--- config.mk ---
export PLATFORM = sky130hd
export DESIGN_NAME = trsam_rot
export DESIGN_NICKNAME = d
export VERILOG_FILES = /design/src/rtl/trsam_pkg.sv /design/src/rtl/trsam_rot.sv
export SDC_FILE = /design/constraint.sdc
export NUM_CORES = 1
export LEC_CHECK = 0
export BUFFER_PORTS_ARGS = -buffer_cell sky130_fd_sc_hd__buf_2
export CAP_MARGIN = 10
export CORE_AREA = 5 5 342 344
export DETAILED_ROUTE_END_ITERATION = 16
export DIE_AREA = 0 0 347 349
export SLEW_MARGIN = 20
export SYNTH_ARGS = -nofsm -noshare
export SYNTH_HDL_FRONTEND = slang
export SYNTH_SLANG_ARGS = --single-unit
--- constraint.sdc ---
create_clock -name clk -period 11.4 [get_ports clk]
set_input_delay 0 -clock clk [delete_from_list [all_inputs] [get_ports clk]]
set_output_delay 0 -clock clk [all_outputs]
set_load 0.02 [all_outputs]
--- src/rtl/trsam_pkg.sv ---
// ----------------------------------------------------------------------------
// trsam_pkg: shared types and constants for the TRS to affine matrix unit
// Field widths, fixed-point formats and the records that travel between the
// pipeline stages.
// ----------------------------------------------------------------------------
package trsam_pkg;

	// Field widths of one input and one result word.
	localparam int QW   = 16;  // quaternion component, Q2.14
	localparam int SW   = 16;  // scale component, Q8.8
	localparam int PW   = 32;  // position component, Q16.16
	localparam int OW   = 32;  // matrix entry, Q16.16

	// Internal widths.
	localparam int PRODW = 2 * QW;        // quaternion component product, Q4.28
	localparam int ROTW  = PRODW + 2;     // rotation entry, Q.28, range +-2^32
	localparam int MULW  = ROTW + SW;     // scaled rotation entry, Q.36
	localparam int RNDW  = MULW + 1;      // scaled entry plus rounding offset

	// Rounding from Q.36 down to Q16.16.
	localparam int FRAC_SHIFT = 20;
	localparam int SHW        = RNDW - FRAC_SHIFT;  // significant bits after shift

	// Packed bus widths.
	localparam int IN_DW  = 3 * PW + 4 * QW + 3 * SW;  // 208 bits, 26 bytes
	localparam int OUT_DW = 12 * OW;                   // 384 bits, 48 bytes

	// One in Q.28 at rotation entry width.
	localparam logic signed [ROTW-1:0] ONE_Q28 = ROTW'(64'sd1 <<< 28);

	typedef logic signed [QW-1:0]    quat_e_t;
	typedef logic signed [SW-1:0]    scl_e_t;
	typedef logic signed [PW-1:0]    pos_e_t;
	typedef logic signed [OW-1:0]    out_e_t;
	typedef logic signed [PRODW-1:0] prod_e_t;
	typedef logic signed [ROTW-1:0]  rot_e_t;
	typedef logic signed [MULW-1:0]  mul_e_t;

	typedef struct packed {
		pos_e_t x;
		pos_e_t y;
		pos_e_t z;
	} pos_t;

	typedef struct packed {
		scl_e_t x;
		scl_e_t y;
		scl_e_t z;
	} scl_t;

	typedef struct packed {
		quat_e_t x;
		quat_e_t y;
		quat_e_t z;
		quat_e_t w;
	} quat_t;

	// The nine quaternion component products.
	typedef struct packed {
		prod_e_t xx;
		prod_e_t yy;
		prod_e_t zz;
		prod_e_t xy;
		prod_e_t xz;
		prod_e_t yz;
		prod_e_t wx;
		prod_e_t wy;
		prod_e_t wz;
	} qprod_t;

	// Unscaled rotation matrix, column c row r.
	typedef struct packed {
		rot_e_t c0_r0;
		rot_e_t c0_r1;
		rot_e_t c0_r2;
		rot_e_t c1_r0;
		rot_e_t c1_r1;
		rot_e_t c1_r2;
		rot_e_t c2_r0;
		rot_e_t c2_r1;
		rot_e_t c2_r2;
	} rotm_t;

	// Scaled rotation matrix before rounding.
	typedef struct packed {
		mul_e_t c0_r0;
		mul_e_t c0_r1;
		mul_e_t c0_r2;
		mul_e_t c1_r0;
		mul_e_t c1_r1;
		mul_e_t c1_r2;
		mul_e_t c2_r0;
		mul_e_t c2_r1;
		mul_e_t c2_r2;
	} mulm_t;

	// Final linear part in Q16.16.
	typedef struct packed {
		out_e_t c0_r0;
		out_e_t c0_r1;
		out_e_t c0_r2;
		out_e_t c1_r0;
		out_e_t c1_r1;
		out_e_t c1_r2;
		out_e_t c2_r0;
		out_e_t c2_r1;
		out_e_t c2_r2;
	} outm_t;

endpackage

--- src/rtl/trsam_rot.sv ---
// ----------------------------------------------------------------------------
// trsam_rot: rotation matrix stage
// Second pipeline stage. Combines the component products into the nine
// unnormalized rotation entries in Q.28.
// ----------------------------------------------------------------------------
module trsam_rot (
	input  logic               clk,
	input  logic               arst_n,
	input  logic               in_valid,
	output logic               in_ready,
	input  trsam_pkg::qprod_t  prod,
	input  trsam_pkg::scl_t    scale,
	input  trsam_pkg::pos_t    pos,
	output logic               out_valid,
	input  logic               out_ready,
	output trsam_pkg::rotm_t   rot_s2,
	output trsam_pkg::scl_t    scale_s2,
	output trsam_pkg::pos_t    pos_s2
);

	logic valid_s2;

	// Twice the sum of two products, exact at rotation entry width.
	function automatic trsam_pkg::rot_e_t twice_sum(input trsam_pkg::prod_e_t a,
			input trsam_pkg::prod_e_t b);
		logic signed [trsam_pkg::PRODW:0] s;
		s = {a[trsam_pkg::PRODW-1], a} + {b[trsam_pkg::PRODW-1], b};
		return $signed({s, 1'b0});
	endfunction

	// Twice the difference of two products.
	function automatic trsam_pkg::rot_e_t twice_diff(input trsam_pkg::prod_e_t a,
			input trsam_pkg::prod_e_t b);
		logic signed [trsam_pkg::PRODW:0] s;
		s = {a[trsam_pkg::PRODW-1], a} - {b[trsam_pkg::PRODW-1], b};
		return $signed({s, 1'b0});
	endfunction

	assign in_ready  = !valid_s2 || out_ready;
	assign out_valid = valid_s2;

	always_ff @(posedge clk or negedge arst_n) begin
		if (!arst_n) begin
			valid_s2 <= 1'b0;
		end else if (in_ready) begin
			valid_s2 <= in_valid;
		end
	end

	// Diagonal entries are one minus twice a sum; the others are twice a sum or difference.
	always_ff @(posedge clk) begin
		if (in_valid && in_ready) begin
			rot_s2.c0_r0 <= trsam_pkg::ONE_Q28 - twice_sum(prod.yy, prod.zz);
			rot_s2.c0_r1 <= twice_sum(prod.xy, prod.wz);
			rot_s2.c0_r2 <= twice_diff(prod.xz, prod.wy);
			rot_s2.c1_r0 <= twice_diff(prod.xy, prod.wz);
			rot_s2.c1_r1 <= trsam_pkg::ONE_Q28 - twice_sum(prod.xx, prod.zz);
			rot_s2.c1_r2 <= twice_sum(prod.yz, prod.wx);
			rot_s2.c2_r0 <= twice_sum(prod.xz, prod.wy);
			rot_s2.c2_r1 <= twice_diff(prod.yz, prod.wx);
			rot_s2.c2_r2 <= trsam_pkg::ONE_Q28 - twice_sum(prod.xx, prod.yy);
			scale_s2     <= scale;
			pos_s2       <= pos;
		end
	end

endmodule

==> impl_metrics.json <==
{
  "synth.most_common_cell": "edfxtp_1",
  "leakagePower_nw": 18.0,
  "cts_resized": 0,
  "cp_max_fo": 4,
  "status": "finished, final reports clean",
  "dp.cells": 5228,
  "finalSetupTns_ns": 0,
  "num_rows": 124,
  "gp_congestion": 0.931,
  "grt_pass1_vias": 27800,
  "drv_slew": 0,
  "synth-edff-count": 438,
  "tightest_slew_ns": 0.999,
  "drtIter0Drc": 1415,
  "dp_hpwl_mm": 95.8,
  "hold_depth": 4,
  "setup_viol": 0,
  "cap_violations": 0,
  "cp-end-kind": "flop",
  "endpoint": "rot_s2[64]",
  "placeableCoreArea_um2": 114000,
  "synthToLayoutAreaGrowth_pct": 40.9,
  "postRouteAntennaNets": 0,
  "synth.ff_latch_count": 439,
  "finalCritPeriodShare_pct": 41.8,
  "layoutNonFillerInstCount": 5787,
  "cts.sinks": 439,
  "postSynth.asyncResetShare_pct": 0.228,
  "yosysTopAreaCell": "edfxtp_1",
  "worstSkewPairLatency_ns": 0.63,
  "clk_pin_slew_ns": 0.06,
  "wirelength_mm": 120,
  "seq_area_frac_synth_pct": 44.0,
  "h-tree-depth": 2,
  "ctsHoldBuffers": 433,
  "viasPerCell": 4.77,
  "numCtsBuffers": 57,
  "dr.pass1.iters": 5,
  "timing.rr.end": "rot_s2[202]",
  "seq_area_um2": 13200,
  "p_per_area_nw_per_um2": 134,
  "synth_common_cells": "438 x edfxtp_1, 291 x ha_1, 252 x inv_1",
  "multi_input_area_um2": 15500,
  "hp-class": "input pin to flop",
  "drive_gt1_share_pct": 23.7,
  "fin_ws_ns": 6.64,
  "r2r-start": "out_valid",
  "drt-wirelength-per-cell_um": 20.8,
  "crit_start": "prod[102]",
  "reg2reg_setup_slack_ns": 8.38,
  "layout_min_cycle_time_ns": 4.76,
  "floorplan.initialDensity_pct": 26.4,
  "synth.cell_area_um2": 29900,
  "cts_buffer_depth": 3,
  "vias": 27600,
  "die_area_um2": 121000,
  "post-cts-setup-buffers": 0,
  "r2r_cells": 4,
  "n_fill_cell": 11300,
  "cts.root.buffer_cell": "clkbuf_16",
  "avgSynthCellArea_um2": 10.3,
  "yosysTopAreaCellShare_pct": 43.9,
  "whs_ns": 0.0456,
  "synthTopCellsByArea": "edfxtp_1 44%, ha_1 12%, xnor2_1 6.5%",
  "drc_errors": 0,
  "yosysWarningCount": 0,
  "overflow": 0,
  "worstPathRequired_ns": 11.78,
  "finalHoldViolations": 0,
  "syn_inst": 2909,
  "hold_start": "prod[100]",
  "path_class": "input pin to flop",
  "grt_max_degree": 154,
  "io_buffer_count": 878,
  "cp-start-kind": "input pin",
  "timing.fmax_mhz": 210,
  "rsz0062_at_grt": "false",
  "track_usage_pct": 18.8,
  "critPathArrivalTime_ns": 5.14,
  "synth_cell_types": 98,
  "ios": 888,
  "relSlewSlack_pct": 33.4,
  "fin_nets": 4944,
  "fin_total_pwr_mw": 5.67,
  "die_x_um": 347,
  "ir_worst_vdd_mv": 0.108,
  "cts_tree": "yes",
  "synth_ff_type": "edfxtp_1",
  "dp_slack_ns": 6.95,
  "skew_ns": 0.0103,
  "grt_pass1_wl_mm": 174,
  "dieHeight_um": 349,
  "antenna_found_initial": 46
}
area by class of cell:
cell class / instances / area share (%)
multi-input combinational: 2138 / 36.7
sequential: 439 / 31.2
timing repair buffer: 1319 / 20.9
tap: 1512 / 4.49
clock buffer: 67 / 3.47
inverter: 253 / 2.25
clock inverter: 36 / 0.834
antenna: 23 / 0.136
kinds of logic (layout without fill, tap and decap cells):
kind of cell / count (synthesis) / after routing / share of synthesized area (%)
AO/OA/AOI/OAI: 762 / 762 / 16.7
AND/OR/NAND/NOR: 743 / 743 / 12.6
flip-flops: 439 / 439 / 44.0
buffers and inverters: 340 / 1675 / 4.43
XOR/XNOR: 318 / 318 / 9.30
adder cells (fa/ha/maj): 300 / 300 / 12.8
multiplexers: 6 / 6 / 0.209
other: 1 / 32 / 0.0125
per-layer routing:
layer | track usage (%) | wire [um] | vias up
met5 | 0 | 228 | -
met2 | 35.4 | 62700 | 948
li1 | - | - | 13200
met1 | 19.9 | 43800 | 13200
met3 | 5.27 | 8870 | 203
met4 | 6.99 | 4750 | 34
state kept, by name, indices dropped and copies added (netlist names):
register   flops
scale_s2      48
out_valid      1
pos_s2        96
rot_s2       294
placed cells by master (no fill, tap or decap), types with 49 or more instances in the layout:
cell,synthesis,routed
clkbuf_16,0,57
a21o_1,74,74
o21ai_0,119,119
xor2_1,97,97
nand2_1,117,117
xnor2_1,221,221
ha_1,291,291
a21oi_1,235,235
nand3_1,49,49
dlygate4sd3_1,0,433
nor2_1,240,240
buf_2,3,878
inv_1,252,252
nor3_1,73,73
edfxtp_1,438,438
critical path, stage by stage:
cell	delay, ns
dlygate4sd3_1	0.58
buf_2	0.15
ha_1	0.28
dlygate4sd3_1	0.55
inv_1	0.08
a21oi_1	0.12
nor2_1	0.07
a311oi_1	0.48
nand2_1	0.16
o211ai_1	0.44
o311ai_0	0.31
a31oi_1	0.44
a21o_1	0.18
a21oi_1	0.05
dlygate4sd3_1	0.57
xnor2_1	0.12
dlygate4sd3_1	0.55
where the power goes:
group          leakage (nW)  internal, mW  switching, mW  total [mW]
clock                 0.895          1.03          0.770        1.80
combinational          13.0         0.728           1.08        1.80
sequential             4.18          2.01         0.0495        2.06
total                  18.0          3.77           1.90        5.67
metrics by stage:
step / instance area, um^2 / utilization (%)
after global placement: 36000 / 31.7
after global routing: 42100 / 37.1
after floorplan: 30000 / -
after CTS: 42100 / 37.1
after detailed placement: 36000 / 31.7
final: 42200 / 37.1
worst min-delay path by stage:
stage             endpoint  slack [ns]
2_1_floorplan    out_valid       -0.30
6_report        rot_s2[40]        0.05
3_5_place_dp     out_valid       -0.22
5_1_grt         pos_s2[21]        0.02
4_1_cts        rot_s2[186]     0.00007
3_3_place_gp     out_valid       -0.22
Power figures use the tool's default switching activity.
